<file path="src/rtl/msd_ram.sv">
// Generic RAM: one write port, two registered read ports.
// No dependencies.
module msd_ram #(
	parameter int W = 8,
	parameter int D = 16
) (
	input  logic                                 clk,
	input  logic                                 we,
	input  logic [((D > 1) ? $clog2(D) : 1)-1:0] waddr,
	input  logic [W-1:0]                         wdata,
	input  logic [((D > 1) ? $clog2(D) : 1)-1:0] raddr0,
	input  logic [((D > 1) ? $clog2(D) : 1)-1:0] raddr1,
	output logic [W-1:0]                         rdata0,
	output logic [W-1:0]                         rdata1
);
	logic [W-1:0] mem [D];

	always_ff @(posedge clk) begin
		if (we) begin
			mem[waddr] <= wdata;
		end
		rdata0 <= mem[raddr0];
		rdata1 <= mem[raddr1];
	end
endmodule

</file>
<file path="config.mk">
export PLATFORM = sky130hd
export DESIGN_NAME = msd_ram
export DESIGN_NICKNAME = d
export VERILOG_FILES = /design/src/rtl/msd_ram.sv
export SDC_FILE = /design/constraint.sdc
export NUM_CORES = 1
export LEC_CHECK = 0
export ABC_AREA = 1
export BUFFER_PORTS_ARGS = -buffer_cell sky130_fd_sc_hd__clkbuf_2
export CAP_MARGIN = 15
export CORE_ASPECT_RATIO = 0.7
export CORE_MARGIN = 1.5
export CORE_UTILIZATION = 25
export CTS_CLUSTER_SIZE = 8
export DETAILED_ROUTE_END_ITERATION = 10
export SLEW_MARGIN = 10
export SYNTH_ARGS = -nofsm -noshare
export SYNTH_HDL_FRONTEND = slang
export SYNTH_SLANG_ARGS = --single-unit
</file>
<file path="constraint.sdc">
create_clock -name clk -period 1.6 [get_ports clk]
set_input_delay 0.24 -clock clk [delete_from_list [all_inputs] [get_ports clk]]
set_output_delay 0.24 -clock clk [all_outputs]
set_load 0.01 [all_outputs]
</file>
### After elaboration in Yosys (flattened, before gate mapping)

Memory sizes are Yosys's and may differ from the RTL's. A register that Yosys moved wholly into a read port is not among the register bits.
Cells that the tools add are included.

| storage, ports and cells | value |
|---|---|
| register bits after elaboration | 0 |
| memory bits (read-only) | 0 |
| latch bits | 0 |
| memories kept | 1 |
| bits in writable memories | 128 |

| cells by class | value |
|---|---|
| eq/ne operators | 0 |
| bitwise gates (word level) | 0 |
| magnitude comparators | 0 |
| mux-type cells | 2 |
| $mul | 0 |
| div/mod/pow operators | 0 |
| $add $sub $neg | 0 |
| shift operators | 0 |
| reductions and logical operators | 0 |

Memories:

| name | depth | width | read ports | clocked after Yosys merged registers in | write ports | line | text |
|---|---|---|---|---|---|---|---|
| mem | 16 | 8 | 2 | 2 | 1 | 16 | `logic [W-1:0] mem [D];` |

Operator list:

| operator | number |
|---|---|
| $mux 1 | 2 |

### Depth between registers and ports, before layout

Gate-level depths: netlist of the first run.

| logic depth | value |
|---|---|
| depth after elaboration | 2 |
| gate-level depth with buffers | 7 |
| mapped depth without buffers | 6 |

### Worst setup path after synthesis of the first run

Ideal clock, no wire load.

| timing path | value |
|---|---|
| path kind | in2reg |
| start point | input port waddr[2] (netlist name) |
| end point | memory mem[10][0] (enable) |
| path buffers | 0 |
| required time | 1,230 ps |
| stages | 2 |
| setup slack | 409 ps |
| setup time | 370 ps |
| arrival | 821 ps |
| path through | nand3b_1 nor2_1 |

RTL lines:

| element | line | text |
|---|---|---|
| start, declared | 9 | `input logic [((D > 1) ? $clog2(D) : 1)-1:0] waddr,` |
| end, declared | 16 |  |

No word-level cell before the write port.

### Final worst setup path of the first run

| timing path | value |
|---|---|
| start point | register rdata1[7] (read register of mem) |
| end point | output port rdata1[7] |

RTL lines:

| element | line | text |
|---|---|---|
| start, declared | 14 | `output logic [W-1:0] rdata1` |

No word-level cell between the ends.

==> impl_metrics.env, run 1 <==
export IMPL_die_x_um=207
export IMPL_synth_area_mux_share_pct=0
export IMPL_clkSinkCount=144
export IMPL_tightest_slew_ns=0.698
export IMPL_crit_type="register to primary output"
export IMPL_p_sw_w=0.00235
export IMPL_layout_drive_gt1_share_pct=11.8
export IMPL_gp_congestion=0.865
export IMPL_max_freq_mhz=782
export IMPL_max_stage_delay_ns=0.44
export IMPL_ir_drop_uv=738
export IMPL_synth_compound_area_share_pct=0
export IMPL_grt_antenna_before_repair=1
export IMPL_post_synth_and_or_nand_nor_area_fraction_pct=30.9
export IMPL_finalHoldViolCount=0
export IMPL_p_comb_share_pct=10.3
export IMPL_p_leak_nw=3.79
export IMPL_synth_cell_type_count=13
export IMPL_cp_start_kind="register"
export IMPL_worstPathArrival_ns=1.04
export IMPL_setup_tns_final_ns=0
export IMPL_grt_pass1_wl_um=33100
export IMPL_synth_seq_cells=144
export IMPL_synth_seq_area_share_pct=57.4
export IMPL_dieArea_um2=30100
export IMPL_slew_violations=0
export IMPL_drc=0
export IMPL_drv_cap=0
export IMPL_min_period_over_period_pct=80.0
export IMPL_synth_top_area_share_pct=52.9
export IMPL_nets=916
export IMPL_drtAntennaViolNets=0
export IMPL_ys_top_cells_by_count="nand2_1 (277), nand3_1 (225), inv_1 (134)"
export IMPL_hold_buffers=0
export IMPL_core_um2=28200
export IMPL_min_period_ns=1.28
export IMPL_wire_per_inst_um=17.2
export IMPL_rsz0062_at_grt="false"
export IMPL_synthXorXnorAreaFrac_pct=0
export IMPL_insertion_delay_ns=0.42
export IMPL_ioPinCount=38
export IMPL_path_clk_slew_ns=0.07
export IMPL_grt_use_total_pct=14.9
export IMPL_slew_limit_headroom_pct=53.4
export IMPL_slowest_stage="dfxtp_1"
export IMPL_yosys_warnings=0
export IMPL_grt_pass1_vias=5410
export IMPL_syn_nets=873
export IMPL_synth_edf_count=128
export IMPL_synth_top_family_by_area="simple AND/OR/NAND/NOR gates"
export IMPL_yosysTopAreaCell="edfxtp_1"
export IMPL_hp_class="primary input to register"
export IMPL_yosys_most_used_dff="edfxtp_1"
export IMPL_clock_skew_ns=0.00896
export IMPL_dr_first_iter_drc_count=702
export IMPL_crit_path_end_kind="primary output"
export IMPL_ys_async_sr_fraction_pct=0
export IMPL_antenna_cells=0
export IMPL_grt_max_degree=65
export IMPL_cts_buffers=17
export IMPL_power_density_nw_per_um2=1040
export IMPL_syn_area_um2=7260
export IMPL_crit_buf_inv=1
export IMPL_routed_wl_um=22000
export IMPL_clock_path_buffers=2
export IMPL_setup_viol_count_final=0
export IMPL_synthAdderAreaFrac_pct=0
export IMPL_final_core_util_pct=30.1
export IMPL_internal_power_w=0.00652
export IMPL_syn_inst=851
export IMPL_post_cts_buffers=0
export IMPL_drtPass1Iterations=5
export IMPL_area_growth_pct=17.1
export IMPL_initial_utilization_pct=25.7
export IMPL_syn_avg_cell_area_um2=8.53
export IMPL_critPathTopFamily="flip-flops"
export IMPL_h_tree_depth=4
export IMPL_via_per_inst=4.70
export IMPL_dr_total_vias=6011
export IMPL_crit_fanout=1
export IMPL_outcome="complete, no violations"
export IMPL_grt_overflow=0
export IMPL_cts_resized=0
export IMPL_dp_hpwl_um=13900
export IMPL_num_rows=51
export IMPL_required_ns=1.36
export IMPL_yosysMostFrequentCell="nand2_1"
export IMPL_tritoncts="yes"
export IMPL_netlist_top_cells_area="edfxtp_1 (53%), nand3_1 (16%), nand2_1 (14%)"
export IMPL_p_sw_share_pct=26.5
export IMPL_cts_root_buf="clkbuf_16"
export IMPL_pwr_share_clk_pct=41.9
export IMPL_worstPathCellList="clkbuf_2"
export IMPL_io_buffers=37
export IMPL_pwr_share_seq_pct=47.8
export IMPL_die_y_um=146
[metal layers]
layer | track usage (%) | up-vias | routed length, um | part of all wire, %
li1 | - | 2832 | - | -
met1 | 23.4 | 2773 | 10200 | 47
met2 | 19.4 | 382 | 8570 | 39
met3 | 4.66 | 22 | 2950 | 13
met4 | 2.90 | 2 | 225 | 1.0
met5 | 0 | - | 13 | 0.059
[final timing paths]
path         startpoint   endpoint  slack [ns]  depth (start not counted)
min reg2reg  mem[10][2]  rdata0[2]        0.68                          6
max           rdata1[7]  rdata1[7]        0.32                          1
max reg2reg  mem[13][4]  rdata0[4]        0.56                          6
min            wdata[7]  mem[8][7]        0.27                          1
[flip-flops by register name, indices dropped and copies added (netlist names)]
signal	count
rdata1	8
mem	128
rdata0	8
[cells by family (layout without fill, tap and decap cells)]
logic type    after synthesis  count (layout)
buf+inv                   186             242
flops                     144             144
simple gates              521             521
[power groups by stage]
stage / registers (W) / logic [W] / clock network [W]
floorplan: 0.00433 / 0.000530 / 0
global placement: 0.00432 / 0.000891 / 0
detailed placement: 0.00432 / 0.000896 / 0
CTS: 0.00424 / 0.000901 / 0.00378
global route: 0.00425 / 0.000995 / 0.00395
finish: 0.00424 / 0.000910 / 0.00372
[stage by stage]
step	total power, W	area (um2)	hold slack, ns	instances	setup WS [ns]
2_1_floorplan	0.00486	7260	0.339	851	0.409
3_3_place_gp	0.00521	7950	0.627	1246	0.162
3_5_place_dp	0.00522	7950	0.625	1246	0.178
4_1_cts	0.00893	8500	0.257	1278	0.347
5_1_grt	0.00919	8500	0.281	1278	0.288
6_report	0.00887	8500	0.266	1278	0.321
[placed cells by master (no fill, tap or decap)]
cell type,n
clkbuf_2,37
clkinvlp_4,1
dfxtp_1,16
inv_2,4
clkinv_1,1
buf_12,9
clkbuf_16,17
clkinv_4,4
nor2_1,17
inv_8,2
nand3_1,225
inv_6,6
edfxtp_1,128
nand3b_1,2
nand2_1,277
clkinv_2,1
buf_4,26
inv_1,134
[cell type report]
cell class / count / area, um2
Multi-Input combinational cell: 521 / 2240
Clock inverter: 15 / 126
Timing Repair Buffer: 72 / 561
Sequential cell: 144 / 4160
Tap cell: 371 / 464
Fill cell: 2947 / 19700
Clock buffer: 17 / 425
Inverter: 138 / 518
No activity file was read; power rests on OpenSTA's default activity.
==> inputs of run 2 (changes only) <==
==> constraint.sdc (replaced) <==
create_clock -name clk -period 1.3 [get_ports clk]
set_input_delay 0.195 -clock clk [delete_from_list [all_inputs] [get_ports clk]]
set_output_delay 0.195 -clock clk [all_outputs]
set_load 0.01 [all_outputs]
==> impl_metrics.env, run 2 (synthesis gave the netlist of run 1 again) <==
export IMPL_rsz0062_at_grt="false"
export IMPL_worstPathArrival_ns=1.05
export IMPL_gp_congestion=0.893
export IMPL_clock_skew_ns=0.00635
export IMPL_area_growth_pct=21.6
export IMPL_tightest_slew_ns=0.518
export IMPL_hold_path_end="mem[8][3]"
export IMPL_die_y_um=146
export IMPL_top_register="mem"
export IMPL_p_comb_share_pct=10.6
export IMPL_crit_buf_inv=1
export IMPL_p_sw_share_pct=26.6
export IMPL_required_ns=1.11
export IMPL_die_x_um=207
export IMPL_cp_start_kind="register"
export IMPL_drc=0
export IMPL_drv_cap=0
export IMPL_r2r_end="rdata1[6]"
export IMPL_hp_start="wdata[3]"
export IMPL_dp_hpwl_um=15800
export IMPL_routed_wl_um=22800
export IMPL_reg_largest_list="mem: 128 flops, rdata0: 8 flops, rdata1: 8 flops"
export IMPL_multi_input_area_um2=2240
export IMPL_setup_viol_count_final=0
export IMPL_setup_tns_final_ns=0
export IMPL_rr_worst_depth=6
export IMPL_num_rows=51
export IMPL_reg2reg_from="mem[10][6]"
export IMPL_final_cell_mix="nand2_1 (277), nand3_1 (225), inv_1 (134)"
export IMPL_slowest_stage="dfxtp_1"
export IMPL_cts_resized=0
export IMPL_hp_class="primary input to register"
export IMPL_drtPass1Iterations=8
export IMPL_wire_per_inst_um=17.5
export IMPL_tritoncts="yes"
export IMPL_outcome="complete, no violations"
export IMPL_max_freq_mhz=804
export IMPL_crit_path_end_kind="primary output"
export IMPL_whs_ns=0.214
export IMPL_cts_buffers=17
export IMPL_grt_overflow=0
export IMPL_final_common_cell="nand2_1"
export IMPL_clock_path_buffers=2
export IMPL_drtAntennaViolNets=0
export IMPL_p_leak_nw=3.96
export IMPL_finalHoldViolCount=0
export IMPL_min_period_over_period_pct=95.6
export IMPL_pwr_share_seq_pct=46.1
export IMPL_grt_pass1_wl_um=34200
export IMPL_cts_root_buf="clkbuf_16"
export IMPL_antenna_cells=0
export IMPL_r2r_slack_ns=0.23
export IMPL_dieArea_um2=30100
export IMPL_grt_use_total_pct=15.5
export IMPL_crit_fanout=1
export IMPL_slew_limit_headroom_pct=65.4
export IMPL_dr_total_vias=6185
export IMPL_worstPathCellList="clkbuf_2"
export IMPL_grt_pass1_vias=5594
export IMPL_ioPinCount=38
export IMPL_io_buffers=37
export IMPL_post_cts_buffers=0
export IMPL_internal_power_w=0.00833
export IMPL_p_sw_w=0.00301
export IMPL_core_um2=28200
export IMPL_nets=942
export IMPL_via_per_inst=4.74
export IMPL_insertion_delay_ns=0.43
export IMPL_layout_drive_gt1_share_pct=14.4
export IMPL_initial_utilization_pct=25.7
export IMPL_hold_buffers=0
export IMPL_dr_first_iter_drc_count=1051
export IMPL_max_stage_delay_ns=0.44
export IMPL_whs_path_depth=1
export IMPL_pwr_share_clk_pct=43.3
export IMPL_critPathTopFamily="flip-flops"
export IMPL_seqCellArea_um2=4160
export IMPL_path_clk_slew_ns=0.07
export IMPL_grt_antenna_before_repair=0
export IMPL_h_tree_depth=4
export IMPL_fillers=2938
export IMPL_min_period_ns=1.24
export IMPL_crit_type="register to primary output"
export IMPL_slew_violations=0
export IMPL_clkSinkCount=144
export IMPL_grt_max_degree=37
export IMPL_largest_reg_flops=128
export IMPL_power_density_nw_per_um2=1280
export IMPL_crit_cells=1
export IMPL_ir_drop_uv=980
[run 2: final cells by class]
type / count / share of cell area, %
sequential: 144 / 47.2
inverter: 138 / 5.87
tap: 371 / 5.26
clock buffer: 17 / 4.82
multi-input combinational: 521 / 25.4
timing repair buffer: 98 / 9.55
clock inverter: 15 / 1.89
[run 2: through the flow]
step | setup WS (ns) | power [W] | util [%] | instances | area (um2)
global placement | -0.00308 | 0.00650 | 29.2 | 1272 | 8230
detailed placement | 0.00142 | 0.00651 | 29.2 | 1272 | 8230
CTS | 0.0593 | 0.0114 | 31.3 | 1304 | 8830
global route | 0.0439 | 0.0117 | 31.3 | 1304 | 8830
finish | 0.0569 | 0.0113 | 31.3 | 1304 | 8830
floorplan | 0.154 | 0.00598 | - | 851 | 7260
[run 2: worst max-delay path by stage]
| stage | slack (ns) | startpoint | endpoint |
|---|---|---|---|
| 3_3_place_gp | -0.003 | raddr0[0] | rdata0[1] |
| 5_1_grt | 0.04 | rdata1[7] | rdata1[7] |
| 6_report | 0.06 | rdata1[7] | rdata1[7] |
| 4_1_cts | 0.06 | rdata1[7] | rdata1[7] |
| 2_1_floorplan | 0.15 | waddr[2] | mem[10][0] |
| 3_5_place_dp | 0.001 | raddr0[0] | rdata0[1] |
[run 2: layer usage]
layer / global-route usage, % / routed length, um / vias up / part of all wire [%]
met4: 3.55 / 226 / 0 / 0.99
li1: - / - / 2886 / -
met3: 4.59 / 2730 / 21 / 12
met5: 0 / 0 / - / 0
met2: 19.2 / 8680 / 377 / 38
met1: 25.2 / 11200 / 2901 / 49
[run 2: power groups by stage]
stage | Sequential (W) | Clock, W | Combinational (W)
6_report | 0.00523 | 0.00491 | 0.00120
3_5_place_dp | 0.00533 | 0 | 0.00118
4_1_cts | 0.00523 | 0.00503 | 0.00118
2_1_floorplan | 0.00533 | 0 | 0.000652
5_1_grt | 0.00524 | 0.00517 | 0.00131
3_3_place_gp | 0.00533 | 0 | 0.00117
