===== src/rtl/msd_pkg.sv =====
// Shared types and constants for the mean square displacement block.
// No dependencies; compiled first.
package msd_pkg;

	localparam int CFG_IDX_W  = 8;
	localparam int CFG_DATA_W = 32;

	localparam logic [CFG_IDX_W-1:0] REG_FRAME_COUNT = 8'd0;
	localparam logic [CFG_IDX_W-1:0] REG_ATOM_COUNT  = 8'd1;
	localparam logic [CFG_IDX_W-1:0] REG_TARGET_TYPE = 8'd2;
	localparam logic [CFG_IDX_W-1:0] REG_POINT_COUNT = 8'd3;
	localparam logic [CFG_IDX_W-1:0] REG_TIME_RANGE  = 8'd4;

	localparam int FC_W      = 11;
	localparam int AC_W      = 7;
	localparam int TYPE_W    = 7;
	localparam int PC_W      = 6;
	localparam int TR_W      = 17;
	localparam int LAG_OUT_W = 11;
	localparam int MSD_W     = 36;

	localparam int ACC_W = 64;
	localparam int DIV_N = 64;
	localparam int DIV_D = 32;
	localparam int NUM_W = 48;
	localparam int P1_W  = PC_W + TR_W;

	localparam logic [TR_W-1:0] TR_ONE = 17'd65536;

	typedef struct packed {
		logic busy;
		logic done;
	} div_stat_t;

endpackage


===== src/rtl/msd_div.sv =====
// Restoring divider, one quotient bit per cycle.
// Depends on msd_pkg (status struct, widths).
module msd_div (
	input  logic                     clk,
	input  logic                     arst_n,
	input  logic                     start,
	input  logic [msd_pkg::DIV_N-1:0] dividend,
	input  logic [msd_pkg::DIV_D-1:0] divisor,
	output logic [msd_pkg::DIV_N-1:0] quotient,
	output msd_pkg::div_stat_t        stat
);
	import msd_pkg::*;

	localparam int CW = $clog2(DIV_N + 1);

	logic [DIV_D-1:0] rem_q;
	logic [DIV_D-1:0] dvs_q;
	logic [DIV_N-1:0] quo_q;
	logic [CW-1:0]    cnt_q;
	logic             busy_q;
	logic             done_q;
	logic [DIV_D:0]   rem_sh;
	logic [DIV_D:0]   rem_sub;
	logic             fits;

	always_comb begin
		rem_sh  = {rem_q, quo_q[DIV_N-1]};
		fits    = rem_sh >= {1'b0, dvs_q};
		rem_sub = rem_sh - {1'b0, dvs_q};
	end

	always_ff @(posedge clk or negedge arst_n) begin
		if (!arst_n) begin
			busy_q <= 1'b0;
			done_q <= 1'b0;
			cnt_q  <= '0;
		end else begin
			done_q <= 1'b0;
			if (start) begin
				busy_q <= 1'b1;
				cnt_q  <= CW'(DIV_N);
			end else if (busy_q) begin
				cnt_q <= cnt_q - CW'(1);
				if (cnt_q == CW'(1)) begin
					busy_q <= 1'b0;
					done_q <= 1'b1;
				end
			end
		end
	end

	always_ff @(posedge clk) begin
		if (start) begin
			quo_q <= dividend;
			dvs_q <= divisor;
			rem_q <= '0;
		end else if (busy_q) begin
			rem_q <= fits ? rem_sub[DIV_D-1:0] : rem_sh[DIV_D-1:0];
			quo_q <= {quo_q[DIV_N-2:0], fits};
		end
	end

	assign quotient  = quo_q;
	assign stat.busy = busy_q;
	assign stat.done = done_q;
endmodule


===== config.mk =====
export PLATFORM = sky130hd
export DESIGN_NAME = msd_div
export DESIGN_NICKNAME = d
export VERILOG_FILES = /design/src/rtl/msd_pkg.sv /design/src/rtl/msd_div.sv
export SDC_FILE = /design/constraint.sdc
export NUM_CORES = 1
export LEC_CHECK = 0
export BUFFER_PORTS_ARGS = -buffer_cell sky130_fd_sc_hd__buf_2
export CORE_ASPECT_RATIO = 0.5
export CORE_UTILIZATION = 55
export CTS_BUF_LIST = sky130_fd_sc_hd__clkbuf_16
export DETAILED_ROUTE_END_ITERATION = 10
export GPL_ROUTABILITY_DRIVEN = 0
export PLACE_DENSITY = 0.84
export SLEW_MARGIN = 20
export SYNTH_ARGS = -nofsm -noshare
export SYNTH_HDL_FRONTEND = slang
export SYNTH_SLANG_ARGS = --single-unit

===== constraint.sdc =====
create_clock -name clk -period 6.5 [get_ports clk]
set_input_delay 0.325 -clock clk [delete_from_list [all_inputs] [get_ports clk]]
set_output_delay 0.325 -clock clk [all_outputs]
set_load 0.1 [all_outputs]

-- Word-level counts from Yosys, hierarchy flattened
Index checks and enable logic that the tools add are counted.
- $add $sub $neg: 2
- $lt $le $gt $ge: 1
- equal/unequal tests: 1
- mux-type cells: 11
- reduce and logical (&&, ||, !) cells: 1
- operators by type and width (operator ; count):
    $mux 64 ; 2
    $ge 33x32->1 ; 1
    $mux 32 ; 1
    $sub 32x32->32 ; 1
    $mux 7 ; 2
    $eq 7x1->1 const B ; 1
    $sub 7x1->7 const B ; 1
    $mux 1 ; 6
    $reduce_bool 2->1 ; 1
- bits in registers: 137
- bits of input ports: 99
- output and inout port bits: 66
- logic and storage cells: 22

-- Longest topological paths before layout
Gate-level depths: netlist (run 1).
- depth after elaboration: 4
- depth in mapped cells: 14
- mapped depth without buffers: 12

-- Least setup slack after synthesis (run 1)
Ideal clock, no wire load.
- path type: register to register
- start: register quo_q[63], in the netlist quotient[63]
- end: register rem_q[30]
- setup time: 0.142 ns
- data arrival time: 3.186 ns
- data required time: 6.358 ns
- path slack: 3.172 ns
- cell stages (with the launch flop): 13
- buffers on the path: 0
- clock period less this slack: 3.328 ns
- cell sequence: edfxtp_1 -> inv_1 -> ha_1 -> fa_1 -> nor2b_1 -> o2111ai_1 -> a21oi_1 -> a311oi_2 -> o21ai_1 -> a31oi_1 -> o21ai_0 -> mux2i_1 -> a311oi_1
- word-level cells in the longest chain between the ends: 2
- elaborated cells between the ends (all ways): 3
- classes of those cells: add/sub (1); order compare (1); mux (1)
- ends and longest elaborated chain (what ; RTL line ; RTL):
    start, declared ; msd_div.sv:18 ; logic [DIV_N-1:0] quo_q;
    start signal, assigned ; msd_div.sv:54 ; quo_q <= dividend;
    start signal, assigned ; msd_div.sv:59 ; quo_q <= {quo_q[DIV_N-2:0], fits};
    $sub 32x32->32 / $ge 33x32->1 (equally long branches) ; msd_div.sv:29, msd_div.sv:28 ;
    $mux 32 (*) ; msd_div.sv:58 ; rem_q <= fits ? rem_sub[DIV_D-1:0] : rem_sh[DIV_D-1:0];
    end signal, assigned ; msd_div.sv:58 ;
    end, declared ; msd_div.sv:16 ; logic [DIV_D-1:0] rem_q;
Every way passes the cells marked *; elsewhere a longest branch is shown, timed or not.
A chain may end at the register's enable or synchronous reset.

-- Worst setup path after layout (run 1)
- start: register dvs_q[1]
- end: register rem_q[28]
- word-level cells in the longest chain between the ends: 2
- elaborated cells between the ends (all ways): 3
- classes of those cells: add/sub (1); order compare (1); mux (1)
- ends and longest elaborated chain (what ; RTL line ; RTL):
    start, declared ; msd_div.sv:17 ; logic [DIV_D-1:0] dvs_q;
    start signal, assigned ; msd_div.sv:55 ; dvs_q <= divisor;
    $sub 32x32->32 / $ge 33x32->1 (equally long branches) ; msd_div.sv:29, msd_div.sv:28 ;
    $mux 32 (*) ; msd_div.sv:58 ;
Marks and branches as above.

==> results of run 1 <==
-- stage by stage --
step	total power [W]	setup slack, ns	util	instance area, µm²
floorplan	0.002592	3.172	-	7383
global placement	0.002843	3.156	0.6428	8280
detailed placement	0.002896	2.939	0.6428	8280
CTS	0.003843	2.947	0.6875	8856
global route	0.004049	2.513	0.6875	8856
finish	0.003848	2.911	0.6875	8856
-- synthesized netlist by cell type, types with 4 or more instances --
cell,number,share of area
dfxtp_1,32,0.087
nor2_1,59,0.030
o21bai_1,6,0.0061
nand2_1,64,0.033
xnor2_1,16,0.019
nand4_1,9,0.0076
ha_1,34,0.058
nor3_1,8,0.0054
nand3_1,9,0.0061
mux2_2,64,0.098
nand2b_1,9,0.0076
edfxtp_1,96,0.39
o21ai_0,18,0.012
buf_2,6,0.0041
nor2b_1,9,0.0076
dfrtp_1,9,0.031
a211oi_1,11,0.011
o21ai_1,4,0.0027
a21oi_1,29,0.020
inv_1,42,0.021
a31oi_1,9,0.0076
a311oi_1,23,0.027
a21o_1,12,0.012
xor2_1,9,0.011
clkbuf_1,29,0.015
-- power by group through the flow --
stage | combinational (W) | sequential (W) | clock, W
global route | 0.00180 | 0.00127 | 0.000985
global placement | 0.00159 | 0.00125 | 0
CTS | 0.00165 | 0.00124 | 0.000946
detailed placement | 0.00164 | 0.00126 | 0
floorplan | 0.000913 | 0.00168 | 0
finish | 0.00166 | 0.00125 | 0.000936
-- what timing repair did --
action / in CTS / in global routing
setup endpoints to repair: 0 / 0
hold buffers: 1 / 0
hold endpoints to repair: 9 / 0
-- layer usage --
layer	part of all wire	global-route usage	vias to the layer above
met2	0.49	0.4291	227
met3	0.063	0.05880	25
met1	0.43	0.3116	2757
met5	0.00065	0	-
met4	0.015	0.09261	2
li1	-	-	2793
-- state kept, by name, summed over array words and instances, names as in the netlist --
| name | flops |
|---|---|
| busy_q | 1 |
| quotient | 64 |
| done_q | 1 |
| rem_q | 32 |
| dvs_q | 32 |
| cnt_q | 7 |
-- layout make-up --
cell class | count | area (µm²) | area share
flip-flops and latches | 137 | 3750 | 0.4234
well taps | 170 | 212.7 | 0.02402
repair buffers | 170 | 870.8 | 0.09833
clock buffers | 17 | 425.4 | 0.04804
inverters | 42 | 157.7 | 0.01780
clock inverters | 15 | 140.1 | 0.01582
multi-input cells | 459 | 3299 | 0.3726
-- cells by family after synthesis --
family,after synthesis
buffers and inverters,82
adder cells (fa/ha/maj),35
AO/OA/AOI/OAI,142
multiplexers,67
XOR/XNOR,25
AND/OR/NAND/NOR,190
flip-flops,137
-- worst max-delay path: stages, from the launching register on --
cell      delay [ns]
edfxtp_1        0.43
inv_1           0.09
ha_1            0.24
nor2b_1         0.15
o2111a_1        0.27
nor4b_1         0.39
o21ai_1         0.22
o21ai_1         0.20
and2_1          0.61
buf_4           0.37
o21ai_0         0.12
a211oi_1        0.23
a311oi_1        0.13
-- how the worst max path moves through the flow --
stage,to,slack [ns]
global route,rem_q[28],2.51
finish,rem_q[28],2.91
CTS,rem_q[28],2.95
global placement,rem_q[28],3.16
detailed placement,rem_q[28],2.94
floorplan,rem_q[30],3.17
==> reports/metrics.yaml, run 1 <==
status:
  status: "finished with violations"
  violations: "DRC"
placement:
  port_buffers: 164
  dp_cells: 977
  dpl.hpwl_um: 11720
sta:
  fmax_ghz: 0.2786
  fin_crit_sh: 0.5522
  setup-violations-final: 0
  setup_tns_ns: 0
  rsz0062_at_grt: "false"
  worstMarginPinSlew_ns: 0.8939
  maxSlewHeadroom: 0.4041
  fin_skew_ns: 0.01010
  slew_violations: 0
  layout_min_cycle_time_ns: 3.589
  final-hold-violation-count: 0
  whs_ns: 0.08446
grt:
  grt_pass1_vias: 5659
  grtUsageTotal: 0.2506
  antenna_found_initial: 1
  grt_overflow: 0
  grt_start_max_net_pins: 77
  grt_pass1_wl_um: 27610
synthesis:
  ys.warnings.count: 0
  synth_compound_area_frac: 0.1356
  synth-seq-cells: 137
  ys_seq_area_frac: 0.5077
  synthMuxAreaShare: 0.1017
  ys.flop_type: "edfxtp_1"
  synthDistinctLibCells: 62
  synthAdderAreaFrac: 0.06033
  synth-xor-area-share: 0.02966
  syn_area_per_cell_um2: 10.89
  synth_edf_count: 96
  syn_area_mm2: 0.007383
  synth_nets: 812
  async_reset_ff_frac: 0.06569
  synthSimpleGateAreaFrac: 0.1196
  synth_cells: 678
  synth_top_family_by_area: "compound AO/OA/AOI/OAI gates"
cts:
  clk_pin_slew_ns: 0.06
  cts.repair.resized: 0
  cts_made_buffers: 17
  clock_latency_ns: 0.42
  numClockSinks: 137
  cts-htree-levels: 4
  clk_path_buf_depth: 2
  cts_root_buf: "clkbuf_16"
  cts_tree: "done"
  cts_setup_buffers: 0
min_path:
  min_path_cells: 1
  worstHoldPathType: "in -> reg"
  whs_endpoint: "dvs_q[28]"
  holdCritStartpoint: "divisor[28]"
cells_and_area:
  num-nets-final: 961
  n_antenna_cell: 0
  drive_gt1_frac: 0.3226
  num-fill-cells: 969
  layout_common_cells: "buf_2, edfxtp_1, mux2_2, nand2_1, nor2_1"
  fin_cells: 1010
  final_common_cell: "buf_2"
  syn2layout_area_growth_pct: 19.95
routing:
  wl_um: 16920
  dr.pass1.iters: 8
  drt-vias-per-instance: 5.747
  drtIter0Drc: 483
  ant_nets: 0
  vias: 5804
  wl_per_cell_um: 16.76
  drc_errors: 1
power:
  p_per_area_mw_per_mm2: 434.5
  pwr-share-seq: 0.324
  power.share.switching: 0.4304
  p_int_w: 0.002191
  p_switching_w: 0.001656
  comb_power_share: 0.433
  p_leak_nw: 3.840
  ir_drop_mv: 0.3575
  power.share.clock: 0.243
setup_path:
  critical_path_arrival_ns: 3.85
  r2r-end: "rem_q[28]"
  cp-end-kind: "register"
  crit_type: "reg -> reg"
  cp-startpoint: "dvs_q[1]"
  required_ns: 6.76
  path_max_fanout: 19
  r2r_cells: 12
  timing.rr.start: "dvs_q[1]"
  reg2reg_slack_ns: 2.91
  start_kind: "register"
floorplanning:
  num_rows: 29
  start_util: 0.5732
  die_w_um: 165.9
  die-height_um: 83.93
  die_area_mm2: 0.01392
  core_mm2: 0.01288
  io_pins: 165
run:
  cap_violations: 0
Power figures use the tool's default switching activity.
==> inputs of run 2 (changes only) <==
CORE_UTILIZATION = 50   (was 55)
PLACE_DENSITY = 0.81   (was 0.84)
clock period = 3.2 ns   (was 6.5 ns; I/O delays follow)
==> reports/metrics.yaml, run 2 (synthesized netlist as in run 1, its figures left out) <==
grt:
  grt_pass1_wl_um: 27530
  grt_overflow: 0
  antenna_found_initial: 1
  grtUsageTotal: 0.2304
  grt_start_max_net_pins: 88
  busiest_layer: "met2"
  grt_pass1_vias: 5745
  met1_usage: 0.2885
  met2_usage: 0.3811
  met3_usage: 0.06684
sta:
  whs_ns: 0.02694
  setup-violations-final: 0
  fin_crit_sh: 0.9365
  layout_min_cycle_time_ns: 2.997
  worstMarginPinSlew_ns: 0.8324
  maxSlewHeadroom: 0.4451
  final-hold-violation-count: 0
  setup_tns_ns: 0
  fin_skew_ns: 0.01407
  slew_violations: 0
  fmax_ghz: 0.3337
cells_and_area:
  multi_input_area_mm2: 0.003324
  num-fill-cells: 1081
  layout_common_cells: "buf_2, edfxtp_1, mux2_2, nand2_1, nor2_1"
  num-nets-final: 996
  largest_reg_flops: 64
  fin_cells: 1067
  syn2layout_area_growth_pct: 26.01
  drive_gt1_frac: 0.3223
  register_area_mm2: 0.003750
  final_common_cell: "buf_2"
  n_antenna_cell: 0
floorplanning:
  die_area_mm2: 0.01529
  io_pins: 165
  core_mm2: 0.01396
  die-height_um: 87.93
  start_util: 0.5288
  num_rows: 30
  die_w_um: 173.9
routing:
  vias: 5890
  wl_um: 17100
  ant_nets: 0
  wl_per_cell_um: 16.02
  drtIter0Drc: 430
  drt-vias-per-instance: 5.520
  dr.pass1.iters: 4
  drc_errors: 0
setup_path:
  cp-startpoint: "dvs_q[18]"
  reg2reg_slack_ns: 0.20
  timing.rr.start: "dvs_q[18]"
  start_kind: "register"
  cp-end-kind: "register"
  critical_path_arrival_ns: 3.34
  r2r-end: "rem_q[8]"
  required_ns: 3.54
  crit_end: "rem_q[8]"
  crit_type: "reg -> reg"
  r2r_cells: 10
  path_max_fanout: 21
cts:
  clock_latency_ns: 0.43
  clk_pin_slew_ns: 0.07
  cts_tree: "done"
  cts_root_buf: "clkbuf_16"
  clk_path_buf_depth: 2
  cts_made_buffers: 17
  numClockSinks: 137
  cts-htree-levels: 4
placement:
  dpl.hpwl_um: 11790
  port_buffers: 164
  dp_cells: 1002
status:
  status: "completed"
run:
  cap_violations: 0
power:
  p_leak_nw: 3.993
  p_per_area_mw_per_mm2: 853.6
  ir_drop_mv: 0.6921
min_path:
  worstHoldPathType: "in -> reg"
## run 2: changes by cell type in the layout (fill, tap and decap cells not counted), moves of 2 or more
cell,previous run,this run
buf_12,0,2
o21ai_0,18,16
clkinv_8,0,2
clkinv_4,4,2
dlygate4sd3_1,1,33
clkinvlp_4,0,4
## run 2: how the worst min path moves through the flow
stage              endpoint         start  cells after the start  slack [ns]
2_1_floorplan        busy_q        arst_n                      0       -0.14
3_3_place_gp         done_q        arst_n                      1        0.02
3_5_place_dp         done_q        arst_n                      1        0.02
4_1_cts        quotient[57]  dividend[57]                      2        0.01
5_1_grt        quotient[62]  dividend[62]                      2        0.01
6_report       quotient[57]  dividend[57]                      2        0.03
## run 2: cell type report
class | count | area share
flip-flops and latches | 137 | 0.4030
multi-input cells | 459 | 0.3573
repair buffers | 205 | 0.1335
well taps | 192 | 0.02582
clock buffers | 17 | 0.04572
inverters | 42 | 0.01694
clock inverters | 15 | 0.01762
## run 2: power by group
group | switching, W | total, W | internal [W]
Combinational | 0.00231 | 0.00346 | 0.00115
Sequential | 0.000250 | 0.00254 | 0.00229
Clock | 0.000848 | 0.00195 | 0.00110
## run 2: routing by layer
| metal | up-vias | wire length [µm] |
|---|---|---|
| met5 | - | 0 |
| met4 | 0 | 269 |
| met3 | 24 | 1102 |
| met2 | 210 | 8106 |
| met1 | 2788 | 7616 |
| li1 | 2868 | - |
## run 2: critical path, stage by stage, from the launching register on
cell and delay (ns):
edfxtp_1 0.33, inv_1 0.05, ha_1 0.42, nand4_2 0.17, nor4_1 0.47, o311a_1 0.24, o21ai_1 0.07, and2_1 0.21
buf_12 0.17, or4_1 0.52, a311oi_1 0.26
## run 2: repair_timing
action / CTS / global route
gates resized for setup: 0 / 3
buffers inserted: 0 / 0
setup endpoints to repair: 0 / 3
hold buffers: 33 / 0
endpoints found under the hold margin: 41 / 0
## run 2: metrics by stage
stage	cell area, µm²	total power [W]	setup WS (ns)	util
floorplan	7398	0.005278	0.03196	-
global placement	8371	0.005835	0.3439	0.5995
detailed placement	8371	0.005932	0.2365	0.5995
CTS	9290	0.007932	0.2224	0.6653
global route	9304	0.008371	-0.01556	0.6663
finish	9304	0.007942	0.2033	0.6663
==> inputs of run 3 (changes only) <==
RECOVER_POWER = 25   (was default)
TNS_END_PERCENT = 30   (was default)
==> reports/metrics.yaml, run 3 (synthesized netlist as in run 1, its figures left out) <==
routing:
  vias: 5876
  drc_errors: 0
  ant_nets: 0
  drtIter0Drc: 429
  dr.pass1.iters: 6
  wl_um: 17070
  drt-vias-per-instance: 5.507
  wl_per_cell_um: 16.00
cells_and_area:
  largest_reg_flops: 64
  drive_gt1_frac: 0.3189
  n_antenna_cell: 0
  syn2layout_area_growth_pct: 25.96
  num-nets-final: 996
  final_common_cell: "buf_2"
  layout_common_cells: "buf_2, edfxtp_1, mux2_2, nand2_1, nor2_1"
floorplanning:
  num_rows: 30
  io_pins: 165
  die-height_um: 87.93
  die_w_um: 173.9
  die_area_mm2: 0.01529
  start_util: 0.5288
  core_mm2: 0.01396
power:
  p_leak_nw: 3.985
  p_int_w: 0.004535
  power.share.switching: 0.4288
  power.share.clock: 0.245
  p_per_area_mw_per_mm2: 853.7
  pwr-share-seq: 0.319
  p_switching_w: 0.003404
  comb_power_share: 0.436
  ir_drop_mv: 0.6921
setup_path:
  path_max_fanout: 21
  max_stage_delay_ns: 0.52
  cp_top_family: "simple AND/OR/NAND/NOR gates"
  path_buf_inv: 2
  reg2reg_slack_ns: 0.22
  worstPathCellList: "inv_1, ha_1, nand4_2, nor4_1, o311a_1, o21ai_1, and2_1, buf_12, or4_1, a311oi_1"
  start_kind: "register"
  required_ns: 3.54
  slowest_stage: "or4_1"
  cp-end-kind: "register"
  crit_type: "reg -> reg"
  critical_path_arrival_ns: 3.33
cts:
  clk_path_buf_depth: 2
  cts_made_buffers: 17
  cts-htree-levels: 4
  cts_setup_buffers: 0
  cts_tree: "done"
  numClockSinks: 137
  cts_root_buf: "clkbuf_16"
  clock_latency_ns: 0.43
  clk_pin_slew_ns: 0.07
sta:
  maxSlewHeadroom: 0.4480
  layout_min_cycle_time_ns: 2.985
  fin_ws_ns: 0.2153
  whs_ns: 0.02697
  setup-violations-final: 0
  fin_crit_sh: 0.9327
  final-hold-violation-count: 0
  worstMarginPinSlew_ns: 0.8280
  fmax_ghz: 0.3350
  slew_violations: 0
  fin_skew_ns: 0.01422
run:
  cap_violations: 0
grt:
  grt_start_max_net_pins: 88
  antenna_found_initial: 1
  grt_overflow: 0
  grtUsageTotal: 0.2304
  grt_pass1_vias: 5745
  grt_pass1_wl_um: 27530
status:
  status: "completed"
placement:
  dpl.hpwl_um: 11790
  pre_cts_ws_ns: 0.2365
  port_buffers: 164
min_path:
  worstHoldPathType: "in -> reg"
run 3: cell count changes in the layout (fill, tap and decap cells not counted), sizes merged:
cell and change:
buf -3, clkbuf +3
run 3: routing by layer:
metal  global-route usage  wire [µm]  vias up
met4              0.09490        272        0
met5                    0          0        -
met2               0.3811       8080      207
met1               0.2885       7574     2782
met3              0.06684       1145       24
li1                     -          -     2863
run 3: power by group through the flow:
stage	Sequential [W]	Combinational [W]	Clock, W
6_report	0.00254	0.00346	0.00194
5_1_grt	0.00258	0.00373	0.00205
4_1_cts	0.00253	0.00342	0.00198
3_5_place_dp	0.00256	0.00337	0
3_3_place_gp	0.00255	0.00329	0
2_1_floorplan	0.00341	0.00187	0
run 3: cell type report:
| cell class | count | area, µm² |
|---|---|---|
| fillers | 1082 | 4663 |
| flip-flops and latches | 137 | 3750 |
| multi-input cells | 459 | 3324 |
| repair buffers | 205 | 1239 |
| clock buffers | 17 | 425.4 |
| well taps | 192 | 240.2 |
| clock inverters | 15 | 163.9 |
| inverters | 42 | 157.7 |
run 3: final timing paths:
| path | startpoint | end | depth (start not counted) |
|---|---|---|---|
| setup / recovery | dvs_q[18] | rem_q[8] | 10 |
| max in group asynchronous | arst_n | busy_q | 2 |
| setup reg to reg | dvs_q[18] | rem_q[8] | 10 |
| hold reg to reg | rem_q[7] | rem_q[8] | 2 |
| hold / removal | dividend[57] | quotient[57] | 2 |
| min in group asynchronous | arst_n | done_q | 2 |
run 3: timing repair:
item,in CTS,in global routing
endpoints found under the hold margin,41,0
hold buffers,33,0
gates resized for setup,0,3
setup endpoints to repair,0,3
run 3: per-stage QoR:
stage	setup TNS, ns	total power [W]	instance area, µm²	cells	util
2_1_floorplan	0	0.005278	7398	678	-
3_3_place_gp	0	0.005835	8371	1002	0.5995
3_5_place_dp	0	0.005932	8371	1002	0.5995
4_1_cts	0	0.007932	9290	1067	0.6653
5_1_grt	-0.01556	0.008370	9300	1067	0.6660
6_report	0	0.007940	9300	1067	0.6660
